## config.mk

```make
export PLATFORM = sky130hd
export DESIGN_NAME = sync_length_crc_deframer
export DESIGN_NICKNAME = d
export VERILOG_FILES = /design/src/design/slcd_pkg.sv /design/src/design/slcd_front.sv /design/src/design/slcd_queue.sv /design/src/design/slcd_back.sv /design/src/design/sync_length_crc_deframer.sv
export SDC_FILE = /design/constraint.sdc
export NUM_CORES = 1
export LEC_CHECK = 0
export BUFFER_PORTS_ARGS = -buffer_cell sky130_fd_sc_hd__buf_4
export CORE_MARGIN = 2
export CORE_UTILIZATION = 25
export DETAILED_ROUTE_END_ITERATION = 8
export SYNTH_ARGS = -nofsm -noshare
export SYNTH_HDL_FRONTEND = slang
export SYNTH_SLANG_ARGS = --single-unit
export TNS_END_PERCENT = 100
```

## constraint.sdc

```tcl
create_clock -name i_clk -period 3.73 [get_ports i_clk]
set_input_delay 0.746 -clock i_clk [delete_from_list [all_inputs] [get_ports i_clk]]
set_output_delay 0.746 -clock i_clk [all_outputs]
set_load 0.02 [all_outputs]
```

## src/design/slcd_pkg.sv

```systemverilog
package slcd_pkg;

    localparam int MAX_PAYLOAD_DEF = 32;
    // wide enough for a payload length of up to 127
    localparam int PLEN_W = 7;
    localparam int OUT_IDX_W = 5;

    typedef struct packed {
        logic              bank;
        logic [PLEN_W-1:0] plen;
    } t_desc;

    typedef struct packed {
        logic valid;
        logic bank;
    } t_release;

    typedef struct packed {
        logic              en;
        logic              bank;
        logic [PLEN_W-1:0] idx;
        logic [7:0]        data;
    } t_mem_wr;

endpackage

```

## src/design/slcd_front.sv

```systemverilog
module slcd_front
    import slcd_pkg::*;
#(
    parameter int MAX_PAYLOAD = MAX_PAYLOAD_DEF
) (
    input  logic       i_clk,
    input  logic       i_rst_n,
    input  logic       i_valid,
    input  logic [7:0] i_rx_byte,
    output logic       o_stall,
    input  logic [7:0] i_first_sync,
    input  logic [7:0] i_second_sync,
    input  logic [7:0] i_accept_type,
    output t_mem_wr    o_wr,
    output logic       o_push,
    output t_desc      o_push_desc,
    input  t_release   i_release
);

    localparam logic [15:0] CRC_INIT = 16'hFFFF;
    localparam logic [15:0] CRC_POLY = 16'hA001;

    typedef enum logic [1:0] {PH_SYNC1, PH_SYNC2, PH_LEN, PH_BODY} t_phase;

    t_phase      r_phase;
    logic [7:0]  r_len;
    logic [7:0]  r_pos;
    logic [15:0] r_crc;
    logic [7:0]  r_crc_lo;
    logic [7:0]  r_type;
    logic        r_wbank;
    logic [1:0]  r_busy;
    logic [1:0]  n_busy;

    logic        in_acc;
    logic        in_data;
    logic        at_crc_lo;
    logic        len_ok;
    logic        good;
    logic [15:0] crc_next;

    function automatic logic [15:0] crc_feed(input logic [15:0] c, input logic [7:0] b);
        logic [15:0] x;
        x = c ^ {8'h00, b};
        for (int i = 0; i < 8; i++) begin
            x = x[0] ? ((x >> 1) ^ CRC_POLY) : (x >> 1);
        end
        return x;
    endfunction

    assign o_stall   = (r_phase == PH_BODY) && r_busy[r_wbank];
    assign in_acc    = i_valid && !o_stall;
    assign in_data   = r_pos < r_len;
    assign at_crc_lo = r_pos == r_len;
    assign crc_next  = crc_feed(r_crc, i_rx_byte);
    assign len_ok    = (i_rx_byte != 8'd0) && ({1'b0, i_rx_byte} <= 9'(MAX_PAYLOAD + 1));
    assign good      = ({i_rx_byte, r_crc_lo} == r_crc) && (r_type == i_accept_type)
                       && (r_len >= 8'd2);

    always_comb begin
        o_wr.en   = in_acc && (r_phase == PH_BODY) && in_data && (r_pos != 8'd0);
        o_wr.bank = r_wbank;
        o_wr.idx  = PLEN_W'(r_pos - 8'd1);
        o_wr.data = i_rx_byte;

        o_push           = in_acc && (r_phase == PH_BODY) && !in_data && !at_crc_lo && good;
        o_push_desc.bank = r_wbank;
        o_push_desc.plen = PLEN_W'(r_len - 8'd1);

        n_busy = r_busy;
        if (i_release.valid) begin
            n_busy[i_release.bank] = 1'b0;
        end
        if (o_push) begin
            n_busy[r_wbank] = 1'b1;
        end
    end

    always_ff @(posedge i_clk) begin
        if (!i_rst_n) begin
            r_phase  <= PH_SYNC1;
            r_len    <= 8'd0;
            r_pos    <= 8'd0;
            r_crc    <= CRC_INIT;
            r_crc_lo <= 8'd0;
            r_type   <= 8'd0;
            r_wbank  <= 1'b0;
            r_busy   <= 2'b00;
        end else begin
            r_busy <= n_busy;
            if (in_acc) begin
                case (r_phase)
                    PH_SYNC1: begin
                        if (i_rx_byte == i_first_sync) begin
                            r_phase <= PH_SYNC2;
                        end
                    end
                    PH_SYNC2: begin
                        // a mismatch is not retried as a first sync byte
                        r_phase <= (i_rx_byte == i_second_sync) ? PH_LEN : PH_SYNC1;
                    end
                    PH_LEN: begin
                        r_len   <= i_rx_byte;
                        r_pos   <= 8'd0;
                        r_crc   <= CRC_INIT;
                        r_phase <= len_ok ? PH_BODY : PH_SYNC1;
                    end
                    PH_BODY: begin
                        if (in_data) begin
                            if (r_pos == 8'd0) begin
                                r_type <= i_rx_byte;
                            end
                            r_crc <= crc_next;
                        end else if (at_crc_lo) begin
                            r_crc_lo <= i_rx_byte;
                        end else begin
                            // hand the filled bank to the drain side
                            if (good) begin
                                r_wbank <= ~r_wbank;
                            end
                            r_phase <= PH_SYNC1;
                        end
                        r_pos <= r_pos + 8'd1;
                    end
                    default: begin
                        r_phase <= PH_SYNC1;
                    end
                endcase
            end
        end
    end

`ifndef ASSERT_OFF
    a_write_free_bank: assert property (@(posedge i_clk) disable iff (!i_rst_n)
        (o_wr.en || o_push) |-> !r_busy[r_wbank])
        else $error("payload bank written while still draining");
`endif

endmodule

```

## src/design/slcd_queue.sv

```systemverilog
module slcd_queue
    import slcd_pkg::*;
(
    input  logic  i_clk,
    input  logic  i_rst_n,
    input  logic  i_push,
    input  t_desc i_desc,
    input  logic  i_pop,
    output t_desc o_head,
    output logic  o_empty
);

    t_desc      r_ent [2];
    logic       r_wp;
    logic       r_rp;
    logic [1:0] r_cnt;
    logic       full;

    assign o_empty = r_cnt == 2'd0;
    assign full    = r_cnt == 2'd2;
    assign o_head  = r_ent[r_rp];

    always_ff @(posedge i_clk) begin
        if (i_push) begin
            r_ent[r_wp] <= i_desc;
        end
    end

    always_ff @(posedge i_clk) begin
        if (!i_rst_n) begin
            r_wp  <= 1'b0;
            r_rp  <= 1'b0;
            r_cnt <= 2'd0;
        end else begin
            if (i_push) begin
                r_wp <= ~r_wp;
            end
            if (i_pop) begin
                r_rp <= ~r_rp;
            end
            case ({i_push, i_pop})
                2'b10:   r_cnt <= r_cnt + 2'd1;
                2'b01:   r_cnt <= r_cnt - 2'd1;
                default: r_cnt <= r_cnt;
            endcase
        end
    end

`ifndef ASSERT_OFF
    a_no_overflow: assert property (@(posedge i_clk) disable iff (!i_rst_n)
        i_push |-> !full)
        else $error("frame queue overflow");
    a_no_underflow: assert property (@(posedge i_clk) disable iff (!i_rst_n)
        i_pop |-> !o_empty)
        else $error("frame queue underflow");
`endif

endmodule

```

## src/design/slcd_back.sv

```systemverilog
module slcd_back
    import slcd_pkg::*;
#(
    parameter int MAX_PAYLOAD = MAX_PAYLOAD_DEF
) (
    input  logic                 i_clk,
    input  logic                 i_rst_n,
    input  t_mem_wr              i_wr,
    input  logic                 i_q_empty,
    input  t_desc                i_q_head,
    output logic                 o_q_pop,
    output t_release             o_release,
    output logic                 o_valid,
    input  logic                 i_stall,
    output logic [7:0]           o_item_byte,
    output logic [OUT_IDX_W-1:0] o_byte_index,
    output logic [OUT_IDX_W-1:0] o_data_count,
    output logic                 o_last
);

    localparam int IDX_W = (MAX_PAYLOAD > 1) ? $clog2(MAX_PAYLOAD) : 1;

    logic [7:0]           r_mem [2][MAX_PAYLOAD];
    logic                 r_active;
    logic                 r_bank;
    logic [PLEN_W-1:0]    r_plen;
    logic [PLEN_W-1:0]    r_k;
    logic                 r_out_valid;
    logic [7:0]           r_out_byte;
    logic [OUT_IDX_W-1:0] r_out_idx;
    logic [OUT_IDX_W-1:0] r_out_dc;
    logic                 r_out_last;

    logic issue;
    logic last_k;

    assign issue   = r_active && (!r_out_valid || !i_stall);
    assign last_k  = r_k == (r_plen - PLEN_W'(1));
    assign o_q_pop = !r_active && !i_q_empty;

    assign o_release.valid = issue && last_k;
    assign o_release.bank  = r_bank;

    assign o_valid      = r_out_valid;
    assign o_item_byte  = r_out_byte;
    assign o_byte_index = r_out_idx;
    assign o_data_count = r_out_dc;
    assign o_last       = r_out_last;

    // payload memory: front writes one bank, the drain reads the other
    always_ff @(posedge i_clk) begin
        if (i_wr.en) begin
            r_mem[i_wr.bank][i_wr.idx[IDX_W-1:0]] <= i_wr.data;
        end
        if (issue) begin
            r_out_byte <= r_mem[r_bank][r_k[IDX_W-1:0]];
            r_out_idx  <= r_k[OUT_IDX_W-1:0];
            r_out_dc   <= OUT_IDX_W'(r_plen - PLEN_W'(1));
            r_out_last <= last_k;
        end
    end

    always_ff @(posedge i_clk) begin
        if (!i_rst_n) begin
            r_active    <= 1'b0;
            r_bank      <= 1'b0;
            r_plen      <= '0;
            r_k         <= '0;
            r_out_valid <= 1'b0;
        end else begin
            if (o_q_pop) begin
                r_active <= 1'b1;
                r_bank   <= i_q_head.bank;
                r_plen   <= i_q_head.plen;
                r_k      <= '0;
            end else if (issue) begin
                r_k <= r_k + PLEN_W'(1);
                if (last_k) begin
                    r_active <= 1'b0;
                end
            end
            if (issue) begin
                r_out_valid <= 1'b1;
            end else if (!i_stall) begin
                r_out_valid <= 1'b0;
            end
        end
    end

`ifndef ASSERT_OFF
    a_pop_starts_drain: assert property (@(posedge i_clk) disable iff (!i_rst_n)
        o_q_pop |=> r_active && (r_k == '0))
        else $error("drain did not start after pop");
    a_last_only_at_release: assert property (@(posedge i_clk) disable iff (!i_rst_n)
        issue |=> (r_out_last == $past(o_release.valid)))
        else $error("last flag does not match bank release");
`endif

endmodule

```

## src/design/sync_length_crc_deframer.sv

```systemverilog
// Drain start: for a good frame, the queue registers the descriptor, the drain pops it
//   into its control, then registers the first payload byte at the output (drain side idle).
// Throughput: one received byte per cycle; payload bytes leave at one per cycle while i_stall
//   is low. Input stalls in the frame body while both payload banks still wait to drain.
// Reset (synchronous, active low) clears parser, queue and drain control and loads the
//   sync registers with 0xAA and 0x55 and the accepted type with 0; payload memory is not cleared.
module sync_length_crc_deframer
    import slcd_pkg::*;
#(
    parameter int MAX_PAYLOAD = MAX_PAYLOAD_DEF
) (
    input  logic                 i_clk,
    input  logic                 i_rst_n,
    input  logic                 i_valid,
    output logic                 o_stall,
    input  logic [7:0]           i_rx_byte,
    output logic                 o_valid,
    input  logic                 i_stall,
    output logic [7:0]           o_item_byte,
    output logic [OUT_IDX_W-1:0] o_byte_index,
    output logic [OUT_IDX_W-1:0] o_data_count,
    output logic                 o_last,
    input  logic                 psel,
    input  logic                 penable,
    input  logic                 pwrite,
    input  logic [3:0]           paddr,
    input  logic [31:0]          pwdata,
    output logic [31:0]          prdata,
    output logic                 pready
);

    localparam logic [1:0] REG_FIRST_SYNC  = 2'd0;
    localparam logic [1:0] REG_SECOND_SYNC = 2'd1;
    localparam logic [1:0] REG_ACCEPT_TYPE = 2'd2;

    logic [7:0] r_first_sync;
    logic [7:0] r_second_sync;
    logic [7:0] r_accept_type;
    logic       cfg_wr;

    t_mem_wr  wr;
    logic     push;
    t_desc    push_desc;
    t_release release_bank;
    logic     q_pop;
    t_desc    q_head;
    logic     q_empty;

    assign pready = 1'b1;
    assign cfg_wr = psel && penable && pwrite;

    always_ff @(posedge i_clk) begin
        if (!i_rst_n) begin
            r_first_sync  <= 8'hAA;
            r_second_sync <= 8'h55;
            r_accept_type <= 8'h00;
        end else if (cfg_wr) begin
            case (paddr[3:2])
                REG_FIRST_SYNC:  r_first_sync  <= pwdata[7:0];
                REG_SECOND_SYNC: r_second_sync <= pwdata[7:0];
                REG_ACCEPT_TYPE: r_accept_type <= pwdata[7:0];
                default:         ;
            endcase
        end
    end

    always_comb begin
        case (paddr[3:2])
            REG_FIRST_SYNC:  prdata = {24'd0, r_first_sync};
            REG_SECOND_SYNC: prdata = {24'd0, r_second_sync};
            REG_ACCEPT_TYPE: prdata = {24'd0, r_accept_type};
            default:         prdata = 32'd0;
        endcase
    end

    slcd_front #(
        .MAX_PAYLOAD(MAX_PAYLOAD)
    ) u_front (
        .i_clk         (i_clk),
        .i_rst_n       (i_rst_n),
        .i_valid       (i_valid),
        .i_rx_byte     (i_rx_byte),
        .o_stall       (o_stall),
        .i_first_sync  (r_first_sync),
        .i_second_sync (r_second_sync),
        .i_accept_type (r_accept_type),
        .o_wr          (wr),
        .o_push        (push),
        .o_push_desc   (push_desc),
        .i_release     (release_bank)
    );

    slcd_queue u_queue (
        .i_clk   (i_clk),
        .i_rst_n (i_rst_n),
        .i_push  (push),
        .i_desc  (push_desc),
        .i_pop   (q_pop),
        .o_head  (q_head),
        .o_empty (q_empty)
    );

    slcd_back #(
        .MAX_PAYLOAD(MAX_PAYLOAD)
    ) u_back (
        .i_clk        (i_clk),
        .i_rst_n      (i_rst_n),
        .i_wr         (wr),
        .i_q_empty    (q_empty),
        .i_q_head     (q_head),
        .o_q_pop      (q_pop),
        .o_release    (release_bank),
        .o_valid      (o_valid),
        .i_stall      (i_stall),
        .o_item_byte  (o_item_byte),
        .o_byte_index (o_byte_index),
        .o_data_count (o_data_count),
        .o_last       (o_last)
    );

endmodule
```

# Word-level counts from Yosys, hierarchy flattened
# Memories as Yosys holds them, arrays and structs flattened. A register that Yosys moved wholly into a read port is not among the register bits.
# Index checks and enable logic that the tools add are counted.
# op_classes
add_sub_neg	7
n_lt_le_gt_ge	10
n_eq_ne	18
muxes	41
bitwise_logic	20
n_reduce_logical	50
# ops
cell	n
$mux W256	1
$mux W16	9
$bmux W8 S5	1
$demux W8 S5	1
$eq A8 B8 Y1	4
$pmux W16 S2	1
$mux W8	3
$not A2 Y3	8
$pmux W8 S3	1
$logic_and A1 B1 Y1	19
$eq A16 B16 Y1	1
$pmux W8 S2	1
$reduce_bool A8 Y1	2
$xor A16 B8 Y16	1
$mux W2	7
$sub A7 B1 Y7 const B	2
$ge A6 B6 Y1 const B	2
$mux W1	12
$not A5 Y6	2
$reduce_and A2 Y1	6
$reduce_and A4 Y1	3
$add A8 B1 Y8 const B	1
$eq A2 B2 Y1 const B	4
$ge A8 B2 Y1 const B	1
other kinds (28)	53
# totals
regBits	109
mem_bits_rw	528
inputBits	51
out_inout_bits	54
wordCells	169
mem_count	2
# mem_list
name	words	word_bits	read_ports	rd_ports_with_merged_regs	write_ports	line_no	text
u_back.r_mem	2	256	1	0	1	slcd_back.sv:23	logic [7:0] r_mem [2][MAX_PAYLOAD];
u_queue.r_ent	2	8	1	1	1	slcd_queue.sv:13	t_desc r_ent [2];

# Depth between registers and ports, before layout
# Gate-level depths: netlist of the first run.
# depth
depth_word	19
depth_mapped	11
mapped_depth_nobuf	11

# Hierarchy
# Synthesis of the first run repeated with hierarchy kept, for this count alone.
# hier_totals
hier_cells	1702
hier_area_um2	27234.9
# modules_own_cells
mod	instances	cells_each	area_per_inst_um2	seq_area_each_um2
slcd_back	1	1115	21533.2	16305.6
slcd_front	1	388	3554.7	1061.0
sync_length_crc_deframer	1	153	1363.8	480.5
slcd_queue	1	46	783.3	580.6

# Least setup slack after synthesis of the first run
# Ideal clock, no wire load.
# synth_path
path_kind	input-to-reg
start	in i_rx_byte[7]
end	reg u_queue.r_cnt[1]
setup_time_ns	0.070
arrival_ns	2.806
required_ns	3.660
slack_ns	0.853
stages	8
n_path_buf	1
path_cell_list	clkbuf_1 xor2_1 nor4_1 nand4_1 or4_1 ha_1 or3_1 a21oi_1
# synth_between
elab_chain_len	6
word_cells_on_any_way	8
classes_between	eq/ne: 3; mux: 1; reduce/logical: 4
# synth_lines
item	line_no	text
start: declaration	sync_length_crc_deframer.sv:16	input logic [7:0] i_rx_byte,
$eq A16 B16 Y1 (*)	slcd_front.sv:57	assign good = ({i_rx_byte, r_crc_lo} == r_crc) && (r_type == i_accept_type)
$logic_and A1 B1 Y1 (*)	slcd_front.sv:57	
$logic_and A1 B1 Y1 (*)	slcd_front.sv:58	&& (r_len >= 8'd2);
$logic_and A1 B1 Y1 (*)	slcd_front.sv:66	o_push = in_acc && (r_phase == PH_BODY) && !in_data && !at_crc_lo && good;
$eq A2 B1 Y1 or $eq A2 B2 Y1 (tied branches)	slcd_queue.sv:41	case ({i_push, i_pop})
$pmux W2 S2 or $reduce_bool A2 Y1 (tied branches)	-	
end signal: assignment	slcd_queue.sv:42	2'b10: r_cnt <= r_cnt + 2'd1;
end signal: assignment	slcd_queue.sv:43	2'b01: r_cnt <= r_cnt - 2'd1;
end signal: assignment	slcd_queue.sv:44	default: r_cnt <= r_cnt;
end: declaration	slcd_queue.sv:16	logic [1:0] r_cnt;
# Mark *: on every way between the ends. The rest lies on a longest branch, timed or not.
# A chain may end at the register's enable or synchronous reset.

# Final worst setup path of the first run
# layout_path
start	reg u_front.r_pos[0]
end	reg u_queue.r_cnt[1]
# layout_between
elab_chain_len	7
word_cells_on_any_way	11
classes_between	order compare: 1; eq/ne: 3; mux: 1; reduce/logical: 6
# layout_lines
item	line_no	text
start: declaration	slcd_front.sv:27	logic [7:0] r_pos;
start signal: assignment	slcd_front.sv:123	r_pos <= r_pos + 8'd1;
$lt A8 B8 Y1	slcd_front.sv:53	assign in_data = r_pos < r_len;
$logic_not A1 Y1	slcd_front.sv:66	
$logic_and A1 B1 Y1	slcd_front.sv:66	
$logic_and A1 B1 Y1 (*) (2 in series)	slcd_front.sv:66	
$eq A2 B1 Y1 or $eq A2 B2 Y1 (tied branches)	slcd_queue.sv:41	
$pmux W2 S2 or $reduce_bool A2 Y1 (tied branches)	-	
# Marks and branches as above.

==> results of run 1 <==
## sequential cells by signal (all words and copies together), names as in the netlist, 2 cells and up
signal               flops
u_back.r_mem           512
u_front.r_crc           16
u_queue.r_ent           16
r_accept_type            8
r_first_sync             8
r_second_sync            8
u_back.o_item_byte       8
u_front.r_crc_lo         8
u_front.r_len            8
u_front.r_pos            8
u_front.r_type           8
u_back.r_k               7
u_back.r_plen            7
u_back.o_byte_index      5
u_back.o_data_count      5
u_front.r_busy           2
u_front.r_phase          2
u_queue.r_cnt            2
## worst max path at each step
stage                                        startpoint                       endpoint  cells past startpoint
final                     u_front.r_pos[0]$_SDFFE_PN0P_  u_queue.r_cnt[1]$_SDFFE_PN0P_                     10
after global routing      u_front.r_pos[0]$_SDFFE_PN0P_  u_queue.r_cnt[1]$_SDFFE_PN0P_                     10
after CTS                 u_front.r_pos[0]$_SDFFE_PN0P_  u_queue.r_cnt[1]$_SDFFE_PN0P_                     10
after floorplan                            i_rx_byte[7]  u_queue.r_cnt[1]$_SDFFE_PN0P_                      8
after detailed placement  u_front.r_pos[0]$_SDFFE_PN0P_  u_queue.r_cnt[1]$_SDFFE_PN0P_                     10
after global placement                     i_rx_byte[6]  u_queue.r_cnt[1]$_SDFFE_PN0P_                      8
## logic make-up (layout without fill, tap and decap cells)
family	count (synthesis)	after routing	share of synthesized area (%)
buf+inv	122	299	2.60
mux	229	229	16.4
compound gates	93	93	2.28
other cells	2	27	0.0282
flops	645	645	69.1
simple gates	315	315	5.43
xor+xnor	91	91	3.26
fa+ha+maj	19	19	0.894
## through the flow
| stage | cell area, um^2 | setup slack, ns | power, mW |
|---|---|---|---|
| global route | 31200 | 0.0636 | 14.9 |
| finish | 31300 | 0.350 | 14.5 |
| global placement | 29200 | 0.346 | 8.26 |
| floorplan | 26700 | 0.853 | 8.11 |
| detailed placement | 29200 | 0.443 | 8.27 |
| CTS | 31200 | 0.365 | 14.6 |
## cell type report
| cell class | instances | area [um^2] |
|---|---|---|
| Antenna cell | 2 | 5.00 |
| Clock buffer | 72 | 1570 |
| Clock inverter | 42 | 499 |
| Fill cell | 10382 | 74200 |
| Inverter | 21 | 78.8 |
| Multi-Input combinational cell | 772 | 7610 |
| Sequential cell | 645 | 18400 |
| Tap cell | 1391 | 1740 |
| Timing Repair Buffer | 164 | 1340 |
## layer usage
| layer | vias to the layer above | wire length, um | track usage (%) |
|---|---|---|---|
| met1 | 7385 | 29500 | 16.9 |
| li1 | 6186 | - | - |
| met3 | 80 | 3950 | 1.94 |
| met4 | 0 | 1140 | 2.75 |
| met5 | - | 0 | 0 |
| met2 | 450 | 28000 | 17.3 |
## power by group through the flow
| stage | sequential [mW] | combinational [mW] | clock (mW) |
|---|---|---|---|
| 2_1_floorplan | 7.96 | 0.146 | 0 |
| 3_3_place_gp | 7.96 | 0.298 | 0 |
| 3_5_place_dp | 7.96 | 0.312 | 0 |
| 4_1_cts | 7.80 | 0.312 | 6.50 |
| 5_1_grt | 7.80 | 0.332 | 6.78 |
| 6_report | 7.80 | 0.308 | 6.38 |
## cell usage in the layout (no fill, tap or decap), types with 21 or more instances in the layout
master / n
clkbuf_16: 61
a21oi_1: 22
xnor2_1: 38
mux2i_1: 68
dfxtp_1: 94
nor2_1: 158
edfxtp_1: 547
xor2_1: 47
mux4_2: 144
buf_4: 155
conb_1: 25
nand2_1: 54
o21ai_0: 30
nand3_1: 21
## critical path, cell delays in order (launching register included)
cell,delay [ns]
dfxtp_1,0.52
inv_1,0.17
ha_1,0.23
and4b_1,0.24
a211oi_1,0.08
o211ai_1,0.32
o21ai_0,0.22
or4_1,0.64
ha_1,0.35
or3_1,0.36
a21oi_1,0.13
==> results.cfg, run 1 <==
[power_and_ir_drop]
ir_drop_uv = 400
swShare_pct = 20.5
switching_power_mw = 2.97
p_leak_nw = 9.92
internal_power_mw = 11.5
power_per_cell_area_mw_per_mm2 = 464
seq_power_share_pct = 53.8
pwr-share-comb_pct = 2.1
power_frac_clock_pct = 44.0

[floorplanning]
core.rowCount = 119
ios = 105
die_h_um = 330
initial_utilization_pct = 25.2
die_area_mm2 = 0.109
die_w_um = 330
core_mm2 = 0.105

[routing]
vias = 14101
wl_mm = 62.6
drt_iter0_markers = 1202
routedWlPerCell_um = 20.1
postRouteAntennaNets = 0
routed_via_density = 4.54
drc = 10
firstDrtPassIters = 7

[timing]
slew_headroom_pct = 34.6
hold-worst-slack_ns = 0.389
clock.fmax_mhz = 296
rsz0062_at_grt = no
finalCritPeriodShare_pct = 90.6
tightest_slew_ns = 0.980
finalSetupViolations = 0
layout_min_cycle_time_ns = 3.38
report.final.slew_viol_count = 0
fin_skew_ns = 0.0693
setup_tns_ns = 0
finalHoldViolCount = 0

[cts]
postCtsHoldBufs = 0
cts_max_level = 2
root_buffer = clkbuf_16
post_cts_buffers = 0
cts_tree = built
insertion_delay_ns = 0.66
cts_buffers = 61
cts.clk_slew.worst_paths_ns = 0.07
clkSinkCount = 645
clk_path_buf_depth = 3
cts-resized-gates = 0

[critical_path]
worstPathArrival_ns = 3.90
start_kind = flip-flop
rr_endpoint = u_queue.r_cnt[1]$_SDFFE_PN0P_
r2r_cells = 10
required_ns = 4.25
r2r_start = u_front.r_pos[0]$_SDFFE_PN0P_
end_kind = flip-flop
crit_type = reg -> reg
reg2reg_slack_ns = 0.35
cp_max_fo = 10

[yosys]
synth_area_leaders = edfxtp_1 (62%), mux4_2 (12%), dfxtp_1 (7.4%), mux2i_1 (2.6%), nor2_1 (2.2%)
yosys-top-cells-count = edfxtp_1 (547), nor2_1 (158), mux4_2 (144)
yosys_most_used_dff = edfxtp_1
synth_most_common_cell = edfxtp_1
synth-seq-area-share_pct = 69.1
synth_area_per_cell_um2 = 17.5
synth_async_sr_flop_share_pct = 0
syn_inst = 1516
synth_top_area_share_pct = 61.8
synth_edf_count = 547
ys.warnings.count = 0
netlist.top_cell.by_area = edfxtp_1
synth_cell_types = 58
syn_area_mm2 = 0.0266
synth-seq-cells = 645

[run_status]
status = finished, violations left
violations = design-rule violations

[layout]
drive_gt1_share_pct = 24.4
utilization_pct = 29.6
final_nets = 1735
layout.cells.non_filler = 3109
area_growth_syn_to_layout_pct = 17.5

[placed_design]
numPortBuffers = 53
hpwl_mm = 40.1
place_congestion = 0.800
placed_cells = 2993

[worst_hold_path]
min_path_type = in -> reg
holdPathStages = 3
hold-path-endpoint = r_first_sync[1]$_SDFFE_PN1P_
hp-start = pwdata[1]

[global_routing]
grt_pass1_wl_mm = 93.1
grt_max_degree = 73
grt_usage_pct = 11.4
grt_pass1_vias = 14177
overflow = 0
antenna_found_initial = 2

[flow_run]
max_cap_violations = 0
Power figures use the tool's default switching activity.
==> run 2: changes to the inputs <==
--- a/config.mk
+++ b/config.mk
@@ -5,6 +5,7 @@
 export SDC_FILE = /design/constraint.sdc
 export NUM_CORES = 1
 export LEC_CHECK = 0
+export ABC_AREA = 1
 export BUFFER_PORTS_ARGS = -buffer_cell sky130_fd_sc_hd__buf_4
 export CORE_MARGIN = 2
 export CORE_UTILIZATION = 25
==> results.cfg, run 2 <==
[run_status]
status = complete, no violations

[cts]
cts_buffers = 70
postCtsHoldBufs = 0
root_buffer = clkbuf_16
clkSinkCount = 645
cts.clk_slew.worst_paths_ns = 0.06
cts_max_level = 3
insertion_delay_ns = 0.62
cts_tree = built
post_cts_buffers = 0
cts-resized-gates = 0
clk_path_buf_depth = 3

[power_and_ir_drop]
power_per_cell_area_mw_per_mm2 = 587
swShare_pct = 31.3
ir_drop_uv = 409
switching_power_mw = 5.77
pwr-share-comb_pct = 20.6
p_leak_nw = 10.7
internal_power_mw = 12.7
power_frac_clock_pct = 34.9
seq_power_share_pct = 44.4

[floorplanning]
core.rowCount = 120
die_w_um = 334
die_h_um = 334
core_mm2 = 0.108
ios = 105
die_area_mm2 = 0.111
initial_utilization_pct = 25.3

[timing]
rsz0062_at_grt = no
clock.fmax_mhz = 335
setup_tns_ns = 0
finalSetupViolations = 0
setup_ws_ns = 0.743
finalCritPeriodShare_pct = 80.1
slew_headroom_pct = 36.4
finalHoldViolCount = 0
report.final.slew_viol_count = 0
layout_min_cycle_time_ns = 2.99
tightest_slew_ns = 0.952
fin_skew_ns = 0.0257

[yosys]
synth_cell_types = 49
synth-seq-cells = 645
syn_inst = 2378
synth_area_per_cell_um2 = 11.4
synth_async_sr_flop_share_pct = 0
ys.warnings.count = 0
synth-seq-area-share_pct = 67.6
synth_edf_count = 547
yosys-top-cells-count = edfxtp_1 (547), nor2_1 (399), o21ai_0 (342)
synth_most_common_cell = edfxtp_1
yosys_most_used_dff = edfxtp_1
synth_area_leaders = edfxtp_1 (60%), dfxtp_1 (7.2%), o21ai_0 (6.3%), nor2_1 (5.5%), nand2_1 (3.4%)
netlist.top_cell.by_area = edfxtp_1
synth_top_area_share_pct = 60.4
syn_area_mm2 = 0.0272

[routing]
drc = 0
routedWlPerCell_um = 18.8
firstDrtPassIters = 6
routed_via_density = 4.71
postRouteAntennaNets = 0
vias = 18376
drt_iter0_markers = 1954
wl_mm = 73.1

[global_routing]
grt_pass1_wl_mm = 109
grt_usage_pct = 12.8
overflow = 0
grt_pass1_vias = 17611
antenna_found_initial = 3
grt_max_degree = 149

[layout]
drive_gt1_share_pct = 11.5
layout_common_cells = edfxtp_1 (547), nor2_1 (399), o21ai_0 (342)
final_common_cell = edfxtp_1
area_growth_syn_to_layout_pct = 15.7
largest_register_ffs = 512
multiInputGateArea_mm2 = 0.00771
n_fill_cell = 10947
diodes = 0
final_nets = 2516
regArea_mm2 = 0.0184

[critical_path]
critPathMaxStageDelay_ns = 0.65
required_ns = 3.97
r2r_start = u_front.r_pos[0]$_SDFFE_PN0P_
start_kind = flip-flop
end_kind = flip-flop
crit_path_top_delay_cell = nor2_1
worstPathCellList = inv_1 -> ha_1 -> xnor2_1 -> buf_4 -> inv_1 -> nor2_1 -> nand2_1 -> nor2_1
cp_max_fo = 8
crit_type = reg -> reg
worstPathArrival_ns = 3.23
r2r_cells = 8
reg2reg_slack_ns = 0.74
rr_endpoint = u_back.r_mem[1][117]$_DFFE_PP_

[worst_hold_path]
holdPathStages = 3
hp-start = pwdata[0]
hold-path-endpoint = r_second_sync[0]$_SDFFE_PN1P_
min_path_type = in -> reg

[placed_design]
dp_slack_ns = 0.776
place_congestion = 0.822
hpwl_mm = 43.2
numPortBuffers = 53

[flow_run]
max_cap_violations = 0
[run 2: layer usage]
layer,vias to the layer above,part of all wire (%),GRT usage (%)
li1,8696,-,-
met1,8927,45,17.8
met2,618,45,20.1
met3,133,6.6,2.37
met4,2,2.8,4.09
met5,-,0.018,0
[run 2: cell families (layout without fill, tap and decap cells)]
group | after synthesis | count (layout) | share of synthesized area [%]
and+or+nand+nor | 799 | 799 | 12.4
DFF | 645 | 645 | 67.6
AOI/OAI and AO/OA | 603 | 603 | 13.2
buffers and inverters | 262 | 358 | 4.30
xor gates and xnor gates | 48 | 48 | 1.55
adders and majority gates | 19 | 19 | 0.875
other | 2 | 25 | 0.0276
[run 2: how the worst max path moves through the flow]
stage                                           to  depth (start not counted)                     startpoint  slack (ns)
detailed placement  u_back.r_mem[1][189]$_DFFE_PP_                         13  u_front.r_len[3]$_SDFFE_PN0P_        0.78
global route        u_back.r_mem[1][189]$_DFFE_PP_                         11  u_front.r_pos[0]$_SDFFE_PN0P_        0.52
finish              u_back.r_mem[1][117]$_DFFE_PP_                          8  u_front.r_pos[0]$_SDFFE_PN0P_        0.74
CTS                 u_back.r_mem[1][186]$_DFFE_PP_                         13  u_front.r_len[3]$_SDFFE_PN0P_        0.76
global placement    u_back.r_mem[1][118]$_DFFE_PP_                         10  u_front.r_pos[0]$_SDFFE_PN0P_        0.81
floorplan            u_back.r_mem[1][10]$_DFFE_PP_                         11  u_front.r_len[5]$_SDFFE_PN0P_        1.27
[run 2: metrics by stage]
stage          instance area (um^2)  std cells  hold slack, ns  util (%)  power [mW]
2_1_floorplan                 27300       2401           0.427         -        10.7
3_5_place_dp                  29300       3777           0.457      27.3        12.2
4_1_cts                       31400       3900           0.339      29.3        18.6
6_report                      31400       3900           0.368      29.3        18.5
3_3_place_gp                  29300       3777           0.452      27.3        12.1
5_1_grt                       31400       3900           0.369      29.3        19.3
[run 2: power by group through the flow]
stage               Sequential [mW]  Combinational [mW]  Clock, mW
floorplan                      8.25                2.50          0
finish                         8.20                3.81       6.45
detailed placement             8.35                3.83          0
CTS                            8.20                3.84       6.55
global placement               8.35                3.78          0
global route                   8.22                4.21       6.85
[run 2: worst max-delay path, delay by kind of cell (launching register included)]
kind,cells,cell delay [ns]
buffers and inverters,3,0.42
AND/OR/NAND/NOR,3,1.36
adder cells (fa/ha/maj),1,0.25
XOR/XNOR,1,0.14
flip-flops,1,0.46
[run 2: cell type report]
class,count,area share (%)
inverter,98,1.25
multi-input combinational,1494,24.5
clock inverter,37,0.843
tap,1403,5.58
sequential,645,58.5
timing repair buffer,137,3.47
clock buffer,86,5.83
